File: src/hw/rtl/http_response_header_splitter_defines.svh
// Assertion macros used by the header splitter top level.
`ifndef HTTP_RESPONSE_HEADER_SPLITTER_DEFINES_SVH
`define HTTP_RESPONSE_HEADER_SPLITTER_DEFINES_SVH

`ifndef SYNTHESIS

// Implication checked on every rising clock edge outside reset.
`define HRS_ASSERT_IMPLY(lbl, ante, cons) \
   lbl: assert property (@(posedge clock) disable iff (reset) (ante) |-> (cons)) \
      else $error("header splitter check failed");

// Implication with the consequent in the next cycle.
`define HRS_ASSERT_NEXT(lbl, ante, cons) \
   lbl: assert property (@(posedge clock) disable iff (reset) (ante) |=> (cons)) \
      else $error("header splitter check failed");

`else

`define HRS_ASSERT_IMPLY(lbl, ante, cons)
`define HRS_ASSERT_NEXT(lbl, ante, cons)

`endif

`endif

File: src/hw/rtl/hrs_pkg.sv
// Shared types and constants of the HTTP response header splitter.
`timescale 1ns / 1ps

package hrs_pkg;

   localparam int CFG_W = 13;

   // Result kinds
   typedef enum logic [1:0] {
      KIND_BODY   = 2'd0,
      KIND_HEADER = 2'd1,
      KIND_ERROR  = 2'd2
   } kind_type;

   // Error codes
   typedef enum logic [2:0] {
      ERR_NONE      = 3'd0,
      ERR_TOO_LARGE = 3'd1,
      ERR_BAD_LINE  = 3'd2,
      ERR_STATUS    = 3'd3,
      ERR_EARLY_END = 3'd4
   } err_type;

   // One result word from the parser
   typedef struct packed {
      logic       valid;
      kind_type   kind;
      logic [7:0] body;
      logic [9:0] status;
      err_type    err;
      logic       last;
   } result_type;

   localparam logic [7:0] CHAR_CR    = 8'h0D;
   localparam logic [7:0] CHAR_LF    = 8'h0A;
   localparam logic [7:0] CHAR_SPACE = 8'h20;
   localparam logic [7:0] CHAR_ZERO  = 8'h30;
   localparam logic [7:0] CHAR_NINE  = 8'h39;

   localparam logic [9:0] STATUS_LOW  = 10'd200;
   localparam logic [9:0] STATUS_HIGH = 10'd300;
   localparam int         PREFIX_LEN  = 5;
   localparam int         HEADER_MIN  = 12;

   localparam logic [CFG_W-1:0] LIMIT_RESET = 13'd4096;

   // Protocol prefix "HTTP/"
   function automatic logic [7:0] proto_char(input logic [2:0] idx);
      logic [7:0] c;
      unique case (idx)
         3'd0:    c = 8'h48;
         3'd1:    c = 8'h54;
         3'd2:    c = 8'h54;
         3'd3:    c = 8'h50;
         default: c = 8'h2F;
      endcase
      return c;
   endfunction

endpackage

File: src/hw/rtl/hrs_parser.sv
// Per-byte header parser state and result logic.
`timescale 1ns / 1ps

module hrs_parser
   import hrs_pkg::*;
#(
   parameter int HEADER_BYTES_MAX = 4096
) (
   input  logic             clock,
   input  logic             reset,
   input  logic             step,
   input  logic [7:0]       data_byte,
   input  logic             end_of_stream,
   input  logic [CFG_W-1:0] header_limit,
   output result_type       result
);

   localparam int LIM_W = $clog2(HEADER_BYTES_MAX + 1);
   localparam int CNT_W = (LIM_W < CFG_W) ? LIM_W : CFG_W;

   typedef enum logic [1:0] {
      PH_HEADER = 2'd0,
      PH_BODY   = 2'd1,
      PH_DRAIN  = 2'd2
   } phase_type;

   typedef enum logic [1:0] {
      SL_SEEK   = 2'd0,
      SL_DIGITS = 2'd1,
      SL_OK     = 2'd2,
      SL_BAD    = 2'd3
   } sl_type;

   phase_type        phase_ff, phase_in;
   logic [CNT_W-1:0] count_ff, count_in;
   logic [1:0]       term_ff, term_in;
   logic             prefix_ff, prefix_in;
   sl_type           sl_ff, sl_in;
   logic [1:0]       digits_ff, digits_in;
   logic [9:0]       acc_ff, acc_in;

   logic [CNT_W-1:0] limit;
   logic [13:0]      acc_wide;
   logic             found;

   // Limit in force: smaller of register and build-time maximum
   always_comb begin
      if (32'(header_limit) > 32'(HEADER_BYTES_MAX)) begin
         limit = CNT_W'(HEADER_BYTES_MAX);
      end else begin
         limit = CNT_W'(header_limit);
      end
   end

   // Next state and result for the byte at hand
   always_comb begin
      phase_in  = phase_ff;
      count_in  = count_ff;
      term_in   = term_ff;
      prefix_in = prefix_ff;
      sl_in     = sl_ff;
      digits_in = digits_ff;
      acc_in    = acc_ff;
      found     = 1'b0;
      acc_wide  = {acc_ff, 3'b000} + {3'b000, acc_ff, 1'b0}
                + {6'd0, data_byte - CHAR_ZERO};
      result    = '0;
      result.last = end_of_stream;

      unique case (phase_ff)
         PH_BODY: begin
            result.valid = 1'b1;
            result.kind  = KIND_BODY;
            result.body  = data_byte;
         end
         PH_HEADER: begin
            if (count_ff >= limit) begin
               result.valid = 1'b1;
               result.kind  = KIND_ERROR;
               result.err   = ERR_TOO_LARGE;
               phase_in     = PH_DRAIN;
            end else begin
               count_in = count_ff + 1'b1;

               // prefix check over the first bytes
               if (count_ff < CNT_W'(PREFIX_LEN) &&
                   data_byte != proto_char(count_ff[2:0])) begin
                  prefix_in = 1'b0;
               end

               // status line: space, then three digits
               unique case (sl_ff)
                  SL_SEEK: begin
                     if (data_byte == CHAR_SPACE) begin
                        sl_in = SL_DIGITS;
                     end else if (data_byte == CHAR_CR || data_byte == CHAR_LF) begin
                        sl_in = SL_BAD;
                     end
                  end
                  SL_DIGITS: begin
                     if (data_byte >= CHAR_ZERO && data_byte <= CHAR_NINE) begin
                        acc_in    = acc_wide[9:0];
                        digits_in = digits_ff + 1'b1;
                        if (digits_ff >= 2'd2) begin
                           sl_in = SL_OK;
                        end
                     end else begin
                        sl_in = SL_BAD;
                     end
                  end
                  default: begin
                  end
               endcase

               // CR LF CR LF tracker
               unique case (term_ff)
                  2'd0: term_in = (data_byte == CHAR_CR) ? 2'd1 : 2'd0;
                  2'd1: term_in = (data_byte == CHAR_LF) ? 2'd2 :
                                  (data_byte == CHAR_CR) ? 2'd1 : 2'd0;
                  2'd2: term_in = (data_byte == CHAR_CR) ? 2'd3 : 2'd0;
                  default: begin
                     found   = (data_byte == CHAR_LF);
                     term_in = (data_byte == CHAR_CR) ? 2'd1 : 2'd0;
                  end
               endcase

               // header end index is new count minus four
               priority if (found) begin
                  result.valid = 1'b1;
                  if (count_ff < CNT_W'(HEADER_MIN + 3) || !prefix_in || sl_in != SL_OK) begin
                     result.kind = KIND_ERROR;
                     result.err  = ERR_BAD_LINE;
                     phase_in    = PH_DRAIN;
                  end else if (acc_in < STATUS_LOW || acc_in >= STATUS_HIGH) begin
                     result.kind   = KIND_ERROR;
                     result.err    = ERR_STATUS;
                     result.status = acc_in;
                     phase_in      = PH_DRAIN;
                  end else begin
                     result.kind   = KIND_HEADER;
                     result.status = acc_in;
                     phase_in      = PH_BODY;
                  end
               end else if (end_of_stream) begin
                  result.valid = 1'b1;
                  result.kind  = KIND_ERROR;
                  result.err   = ERR_EARLY_END;
               end else begin
               end
            end
         end
         default: begin
         end
      endcase
   end

   // State registers; the end mark starts a new stream in every phase
   always_ff @(posedge clock) begin
      if (reset || (step && end_of_stream)) begin
         phase_ff  <= PH_HEADER;
         count_ff  <= '0;
         term_ff   <= 2'd0;
         prefix_ff <= 1'b1;
         sl_ff     <= SL_SEEK;
         digits_ff <= 2'd0;
         acc_ff    <= 10'd0;
      end else if (step) begin
         phase_ff  <= phase_in;
         count_ff  <= count_in;
         term_ff   <= term_in;
         prefix_ff <= prefix_in;
         sl_ff     <= sl_in;
         digits_ff <= digits_in;
         acc_ff    <= acc_in;
      end
   end

endmodule

File: src/hw/rtl/http_response_header_splitter.sv
// HTTP response header splitter: top level with input and result registers.
`timescale 1ns / 1ps
`include "http_response_header_splitter_defines.svh"

// Takes one response byte per word on req_ and emits at most one result per
// byte on rsp_: a header-accepted word with the status code, then each body
// byte, or one error word after which the rest of the stream up to the end
// mark is dropped. Throughput is one byte per cycle unless rsp_ stalls.
// A byte is held in the input register and parsed from there into the result
// register, which drives rsp_. The parser steps only when the result register
// is empty or being read, so a stalled result stops the input register and
// req_tready drops once it is full. The header size limit is the smaller of
// csr_wdata's last written value (4096 after reset) and HEADER_BYTES_MAX;
// write it only between streams. No clearing pass is needed after reset.
module http_response_header_splitter
   import hrs_pkg::*;
#(
   parameter int HEADER_BYTES_MAX = 4096
) (
   input  logic             clock,
   input  logic             reset,
   input  logic             csr_we,
   input  logic [CFG_W-1:0] csr_wdata,
   input  logic             req_tvalid,
   output logic             req_tready,
   input  logic [7:0]       req_tdata,   // [7:0] data_byte
   input  logic             req_tlast,   // end_of_stream
   output logic             rsp_tvalid,
   input  logic             rsp_tready,
   output logic [23:0]      rsp_tdata,   // [7:0] body_byte, [17:8] status_code,
                                         // [20:18] error_code, [23:21] zero
   output logic [1:0]       rsp_tuser,   // [1:0] kind
   output logic             rsp_tlast    // last
);

   logic [CFG_W-1:0] limit_ff;
   logic             in_valid_ff;
   logic [7:0]       in_byte_ff;
   logic             in_eos_ff;
   logic             out_valid_ff;
   result_type       out_res_ff;
   result_type       res;
   logic             step;

   // Byte in the input register moves on when the result register is free
   assign step       = in_valid_ff && (!out_valid_ff || rsp_tready);
   assign req_tready = !in_valid_ff || step;

   // Limit register
   always_ff @(posedge clock) begin
      if (reset) begin
         limit_ff <= LIMIT_RESET;
      end else if (csr_we) begin
         limit_ff <= csr_wdata;
      end
   end

   // Input register
   always_ff @(posedge clock) begin
      if (reset) begin
         in_valid_ff <= 1'b0;
      end else if (req_tvalid && req_tready) begin
         in_valid_ff <= 1'b1;
      end else if (step) begin
         in_valid_ff <= 1'b0;
      end
   end

   always_ff @(posedge clock) begin
      if (req_tvalid && req_tready) begin
         in_byte_ff <= req_tdata;
         in_eos_ff  <= req_tlast;
      end
   end

   hrs_parser #(
      .HEADER_BYTES_MAX(HEADER_BYTES_MAX)
   ) u_parser (
      .clock        (clock),
      .reset        (reset),
      .step         (step),
      .data_byte    (in_byte_ff),
      .end_of_stream(in_eos_ff),
      .header_limit (limit_ff),
      .result       (res)
   );

   // Result register
   always_ff @(posedge clock) begin
      if (reset) begin
         out_valid_ff <= 1'b0;
      end else if (step && res.valid) begin
         out_valid_ff <= 1'b1;
      end else if (rsp_tready) begin
         out_valid_ff <= 1'b0;
      end
   end

   always_ff @(posedge clock) begin
      if (step && res.valid) begin
         out_res_ff <= res;
      end
   end

   assign rsp_tvalid = out_valid_ff;
   assign rsp_tdata  = {3'b000, out_res_ff.err, out_res_ff.status, out_res_ff.body};
   assign rsp_tuser  = out_res_ff.kind;
   assign rsp_tlast  = out_res_ff.last;

   // Checks
   `HRS_ASSERT_IMPLY(a_body_no_err, rsp_tvalid && out_res_ff.kind == KIND_BODY,
                     out_res_ff.err == ERR_NONE && out_res_ff.status == 10'd0)
   `HRS_ASSERT_IMPLY(a_err_has_code, rsp_tvalid && out_res_ff.kind == KIND_ERROR,
                     out_res_ff.err != ERR_NONE && out_res_ff.body == 8'd0)
   `HRS_ASSERT_IMPLY(a_hdr_success, rsp_tvalid && out_res_ff.kind == KIND_HEADER,
                     out_res_ff.status >= STATUS_LOW && out_res_ff.status < STATUS_HIGH)
   `HRS_ASSERT_IMPLY(a_ready_when_empty, !in_valid_ff, req_tready)
   `HRS_ASSERT_NEXT(a_stall_holds_result, rsp_tvalid && !rsp_tready,
                    rsp_tvalid && $stable(out_res_ff))

endmodule
File: config.mk
export PLATFORM = sky130hd
export DESIGN_NAME = http_response_header_splitter
export DESIGN_NICKNAME = d
export VERILOG_FILES = /design/src/hw/rtl/hrs_pkg.sv /design/src/hw/rtl/hrs_parser.sv /design/src/hw/rtl/http_response_header_splitter.sv
export VERILOG_INCLUDE_DIRS = /design/src /design/src/hw/rtl
export SDC_FILE = /design/constraint.sdc
export NUM_CORES = 1
export LEC_CHECK = 0
export ABC_CLOCK_PERIOD_IN_PS = 5900
export BUFFER_PORTS_ARGS = -buffer_cell sky130_fd_sc_hd__buf_2
export CAP_MARGIN = 20
export CORE_ASPECT_RATIO = 1.4
export CORE_MARGIN = 3
export CORE_UTILIZATION = 53
export DETAILED_ROUTE_END_ITERATION = 8
export PLACE_DENSITY = 0.74
export SLEW_MARGIN = 20
export SYNTH_ARGS = -nofsm -noshare
export SYNTH_HDL_FRONTEND = slang
export SYNTH_SLANG_ARGS = --single-unit
File: constraint.sdc
create_clock -name clock -period 5.9 [get_ports clock]
set_clock_uncertainty 0.2 [all_clocks]
set_input_delay 0.295 -clock clock [delete_from_list [all_inputs] [get_ports clock]]
set_output_delay 0.295 -clock clock [all_outputs]
set_load 0.01 [all_outputs]
* Yosys cells after proc, flatten, opt, wreduce, memory -nomap -nowiden
Index checks and enable logic that the tools add are counted.
** Cells by class
- Add/subtract/negate cells :: 5
- Order comparisons :: 9
- Equal/unequal tests :: 12
- Muxes and demuxes :: 42
- Bitwise gates (word level) :: 3
- Reductions and logical operators :: 30
** Operator list (number)
- 10-bit 2-to-1 mux :: 4
- 2-bit 2-to-1 mux :: 13
- 7-bit one-hot mux with 3 select lines :: 1
- 3-bit 2-to-1 mux :: 6
- 8-bit by 4-bit equality test with 1-bit output (second input constant) :: 2
- 8-bit 2-to-1 mux :: 2
- 13-bit by 1-bit adder with 13-bit output (second input constant) :: 1
- 13-bit >= comparator :: 1
- 13-bit greater-than comparator (second input constant) :: 1
- 13-bit by 3-bit less-than comparator with 1-bit output (second input constant) :: 1
- 13-bit by 4-bit less-than comparator with 1-bit output (second input constant) :: 1
- 13-bit 2-to-1 mux :: 1
- 1-bit 2-to-1 mux :: 12
- 10-bit adder :: 1
- 10-bit by 8-bit adder with 10-bit output :: 1
- 10-bit by 9-bit >= comparator with 1-bit output (second input constant) :: 1
- 10-bit by 8-bit less-than comparator with 1-bit output (second input constant) :: 1
- 8-bit by 6-bit equality test with 1-bit output (second input constant) :: 1
- 8-bit by 6-bit >= comparator with 1-bit output (second input constant) :: 1
- 8-bit by 6-bit less-or-equal comparator with 1-bit output (second input constant) :: 1
- 8-bit != test :: 1
- 2-bit one-hot mux with 2 select lines :: 2
- 8-bit by 6-bit subtractor with 8-bit output (second input constant) :: 1
- 1-bit logical OR :: 7
- 19 further kinds :: 37
** Storage, ports and cells
- Flip-flop bits (word level) :: 80
- Input port bits :: 27
- Output and inout bits :: 29
- Logic and storage cells :: 119

* Depth between registers and ports, before layout
- Depth after elaboration :: 19
- Depth in mapped cells :: 13
- Gate-level depth less buffers :: 13

* Modules after synthesis
From an unflattened synthesis, not the netlist that was laid out.
** Unflattened totals
- Cell total of the unflattened synthesis :: 460
- Area, all modules :: 4584.4 um2
** By module, submodules not included
- hrs_parser :: instances 1, cells each 370, area an instance 3000.4 um2, sequential area each 640.6 um2
- http_response_header_splitter :: instances 1, cells each 90, area an instance 1584.0 um2, sequential area each 1291.2 um2

* Worst setup path before layout
Ideal clock, no wire load.
- Path kind :: flip-flop to flip-flop
- From :: reg in_byte_ff[4]
- To :: reg out_res_ff (netlist bit rsp_tdata[19]) (data pin)
- Arrival time :: 3111 ps
- Required time :: 5438 ps
- Slack :: 2326 ps
- Stages on the path, launching flop included :: 12
- Buffers on the path :: 0
- Period minus slack after synthesis :: 3574 ps
- Cell sequence :: edfxtp_1 -> ha_1 -> xor2_1 -> fa_1 -> inv_1 -> ha_1 -> or2_2 -> and3_1 -> o31a_1 -> nand4bb_4 -> a211oi_2 -> nor4_1
** On the way
- Longest elaborated chain between the ends :: 11
- Elaborated cells on any way between the ends :: 37
** RTL lines
- start: declaration :: line http_response_header_splitter.sv:38 : logic [7:0] in_byte_ff;
- start signal: assignment :: line http_response_header_splitter.sv:71 : in_byte_ff <= req_tdata;
- 8-bit by 6-bit subtractor with 8-bit output (tied with other cells) :: line hrs_parser.sv:66 : + {6'd0, data_byte - CHAR_ZERO};
- 10-bit by 8-bit adder with 10-bit output (tied with other cells) :: line hrs_parser.sv:66
- 10-bit 2-to-1 mux / 2-bit 2-to-1 mux (equally long branches) :: line hrs_parser.sv:101, hrs_parser.sv:96
- 10-bit 2-to-1 mux / 2-bit 2-to-1 mux (equally long branches) :: line hrs_parser.sv:92, hrs_parser.sv:94
- 10-bit 2-to-1 mux / 2-bit one-hot mux with 2 select lines (equally long branches) :: line hrs_parser.sv:77, hrs_parser.sv:92
- 10-bit 2-to-1 mux / 2-bit 2-to-1 mux (equally long branches) :: line hrs_parser.sv:70, hrs_parser.sv:77
- 10-bit by 8-bit less-than comparator with 1-bit output (tied with other cells) :: line hrs_parser.sv:134 : end else if (acc_in < STATUS_LOW || acc_in >= STATUS_HIGH) begin
- 1-bit logical OR / 2-bit != test (equally long branches) :: line hrs_parser.sv:134, hrs_parser.sv:130
- 2-bit 2-to-1 mux / 1-bit logical OR (equally long branches) :: line hrs_parser.sv:134, hrs_parser.sv:130
- 3-bit 2-to-1 mux :: line hrs_parser.sv:130 : if (count_ff < CNT_W'(HEADER_MIN + 3) || !prefix_in || sl_in != SL_OK) begin
- 3-bit 2-to-1 mux * :: line hrs_parser.sv:128 : priority if (found) begin
- end signal: assignment :: line http_response_header_splitter.sv:101 : out_res_ff <= res;
- end: declaration :: line http_response_header_splitter.sv:41 : result_type out_res_ff;
Every way passes the cells marked *; elsewhere a longest branch is shown, timed or not. The select of a mux whose other input is x is not followed.
A chain may end at the register's enable or synchronous reset.

* Worst setup path after layout
Same ends and word-level chain as after synthesis.

==> metrics.cfg <==
[sta]
hold_violations=0
clock.fmax_mhz=265
min_period_ns=3.78
setup_violations=0
tightest_slew_ns=1.05
finalSetupTns_ns=0
grt_setup_unrepaired=no
report.final.slew_viol_count=0
timing.final.crit_share=0.640
setup_ws_ns=2.12
slew_headroom=0.297

[final_layout]
diodes=0
postLayoutCoreUtil=0.649
areaGrowthSynthToFinish_pct=17.2
design_area_um2=5420
nets=623
n_fill_cell=698
drive_above_1_share=0.139

[pwr]
vdd_drop_max_mv=0.158
intPower_uw=940
power_frac_clock=0.394
switching_share=0.248
p_sw_uw=310
leakagePower_uw=0.00218
pwr-share-comb=0.115
powerDensity_nw_per_um2=231
seq_power_share=0.491

[clocking]
cts_tree=built
clock_latency_ns=0.34
htree_levels=3
clock_sinks=80
clock-root-buffer=clkbuf_16
cts_setup_buffers=0
cts_buffer_depth=2
cts_resized=0
cts.clk_slew.worst_paths_ns=0.06
cts_buffers=9

[grt]
grt.total_usage=0.221
grt_pass1_wl_mm=17.3
grt_pass1_vias=3696
grt_max_degree=29
antenna_found_initial=0
overflow=0

[synthesis]
synth_flop_cell=dfxtp_1
netlist_instances=485
ys_warn_count=0
syn_area_um2=4620
synth_edf_count=33
async_reset_ff_frac=0
synth.distinct_cells=61
ys_seq_area_frac=0.418
synth_area_per_cell_um2=9.53
ys_ff_latch=80

[routing]
drtIter0Drc=195
vias=3710
wire_per_inst_um=15.4
dr.pass1.iters=5
antenna_left=0
drc=0
viasPerCell=5.60
drt_wl_total_mm=10.2

[place]
place.gp.congestion=0.936
place_area_um2=4920
pre_cts_ws_ns=2.14
portBuffers=52
dp_hpwl_mm=7.19

[critical_path]
crit_path_frequent_cell=ha_1
slowest_delay_ns=0.54
crit_chain=ha_1 > xor2_1 > fa_1 > inv_1 > ha_1 > or2_2 > and3_1 > o31a_1 > nand4bb_4 > a211oi_2 > nor4_1
start_kind=register
endpoint_kind=register
cp.required_ns=5.78
worstPathArrival_ns=3.66
cp_max_fo=8
worstSetupPathType=register to register
slowest_stage=fa_1

[die]
coreArea_um2=8340
start_util=0.554
num_io_pins=56
dieArea_um2=9900
die_h_um=117
placementRows=39
fp.dieW_um=84.9

[worst_hold_path]
min-delay-path-class=input port to register

[flow_run]
cap_violations=0

[outcome]
outcome=completed

-- routing by layer --
layer,vias up,routed length (um),part of all wire,track usage
li1,1878,-,-,-
met1,1749,3960,0.39,0.237
met2,73,5780,0.56,0.420
met3,10,351,0.034,0.0346
met4,0,134,0.013,0.103
met5,-,0,0,0
-- per-stage QoR --
step	total power, uW	hold slack (ns)	std cells
after floorplan	719	0.194	487
after global placement	753	0.261	623
after detailed placement	757	0.273	623
after CTS	1260	0.0675	662
after global routing	1310	0.123	663
final	1250	0.0913	663
-- placed cells by master (no fill, tap or decap), types with 5 or more instances in the layout --
cell type | synthesis | routed
a211oi_1 | 8 | 8
a21oi_1 | 31 | 31
and2_1 | 12 | 12
buf_2 | 2 | 52
clkbuf_16 | 0 | 9
dfxtp_1 | 47 | 47
dlygate4sd3_1 | 0 | 23
edfxtp_1 | 33 | 33
fa_1 | 6 | 6
ha_1 | 34 | 34
inv_1 | 32 | 32
mux2i_1 | 19 | 19
nand2_1 | 48 | 48
nand2b_1 | 5 | 5
nand3_1 | 11 | 11
nor2_1 | 55 | 55
nor3_1 | 9 | 9
o211ai_1 | 5 | 5
o21a_1 | 6 | 6
o21ai_0 | 14 | 14
or3_1 | 7 | 7
xnor2_1 | 7 | 7
xor2_1 | 5 | 5
-- timing repair --
item                                    4_1_cts  5_1_grt
endpoints found under the setup margin        0        0
hold endpoints to repair                     23        0
hold buffers                                 23        0
-- path summary, 6_finish.rpt --
| path | from | end | slack (ns) | cells after the start |
|---|---|---|---|---|
| worst max-delay path | in_byte_ff[4] | rsp_tdata[19] | 2.12 | 11 |
| worst min-delay path | rsp_tready | in_valid_ff | 0.09 | 3 |
| worst max register to register | in_byte_ff[4] | rsp_tdata[19] | 2.12 | 11 |
| worst min register to register | u_parser.prefix_ff | u_parser.prefix_ff | 0.28 | 2 |
-- flip-flops by register name (all words and copies together), names as in the netlist, 2 cells and up --
register / count
u_parser.phase_ff: 2
u_parser.term_ff: 2
u_parser.sl_ff: 2
u_parser.digits_ff: 2
u_parser.acc_ff: 10
rsp_tuser: 2
in_byte_ff: 8
limit_ff: 13
rsp_tdata: 21
u_parser.count_ff: 13
-- power groups by stage --
stage | clock, uW | combinational (uW) | sequential, uW
final | 492 | 143 | 614
after global routing | 526 | 162 | 617
after global placement | 0 | 127 | 626
after detailed placement | 0 | 131 | 626
after floorplan | 0 | 93.7 | 626
after CTS | 502 | 142 | 615
-- cell usage after synthesis, drive strengths merged, types with 5 or more instances --
library cell	number	area (um2)
dfxtp	47	941
clkbuf	11	41.3
or3	8	55.1
o21a	6	45.0
xor2	5	43.8
ha	34	425
nand2	48	180
fa	6	120
and2	13	81.3
mux2i	19	190
a211oi	10	85.1
buf	7	55.1
edfxtp	33	991
inv	32	120
a21oi	32	171
nand3	11	55.1
xnor2	7	61.3
o21ai	18	90.1
nor2	56	218
nor3	10	55.1
o211ai	5	37.5
nand2b	5	31.3
-- cells by family after synthesis --
family          Yosys count  share of synthesized area
compound gates           99                      0.147
xor+xnor                 12                     0.0227
fa+ha+maj                40                      0.118
buf+inv                  50                     0.0468
flops                    80                      0.418
mux                      20                     0.0436
other cells               1                   0.000811
simple gates            183                      0.203
-- worst max-delay path: cells and delay by family (launching register included) --
family          cells  cell delay, ns
compound gates      2            0.59
xor+xnor            1            0.18
fa+ha+maj           3            1.18
buf+inv             1            0.04
flops               1            0.51
simple gates        4            0.82
-- cell type report --
| cell class | count | area [um2] | share of cell area |
|---|---|---|---|
| Timing Repair Buffer | 76 | 498 | 0.0919 |
| Clock inverter | 4 | 21.3 | 0.00393 |
| Clock buffer | 12 | 236 | 0.0436 |
| Multi-Input combinational cell | 357 | 2480 | 0.458 |
| Inverter | 32 | 120 | 0.0222 |
| Sequential cell | 80 | 1930 | 0.356 |
| Tap cell | 102 | 128 | 0.0236 |
No activity file was read; power rests on OpenSTA's default activity.
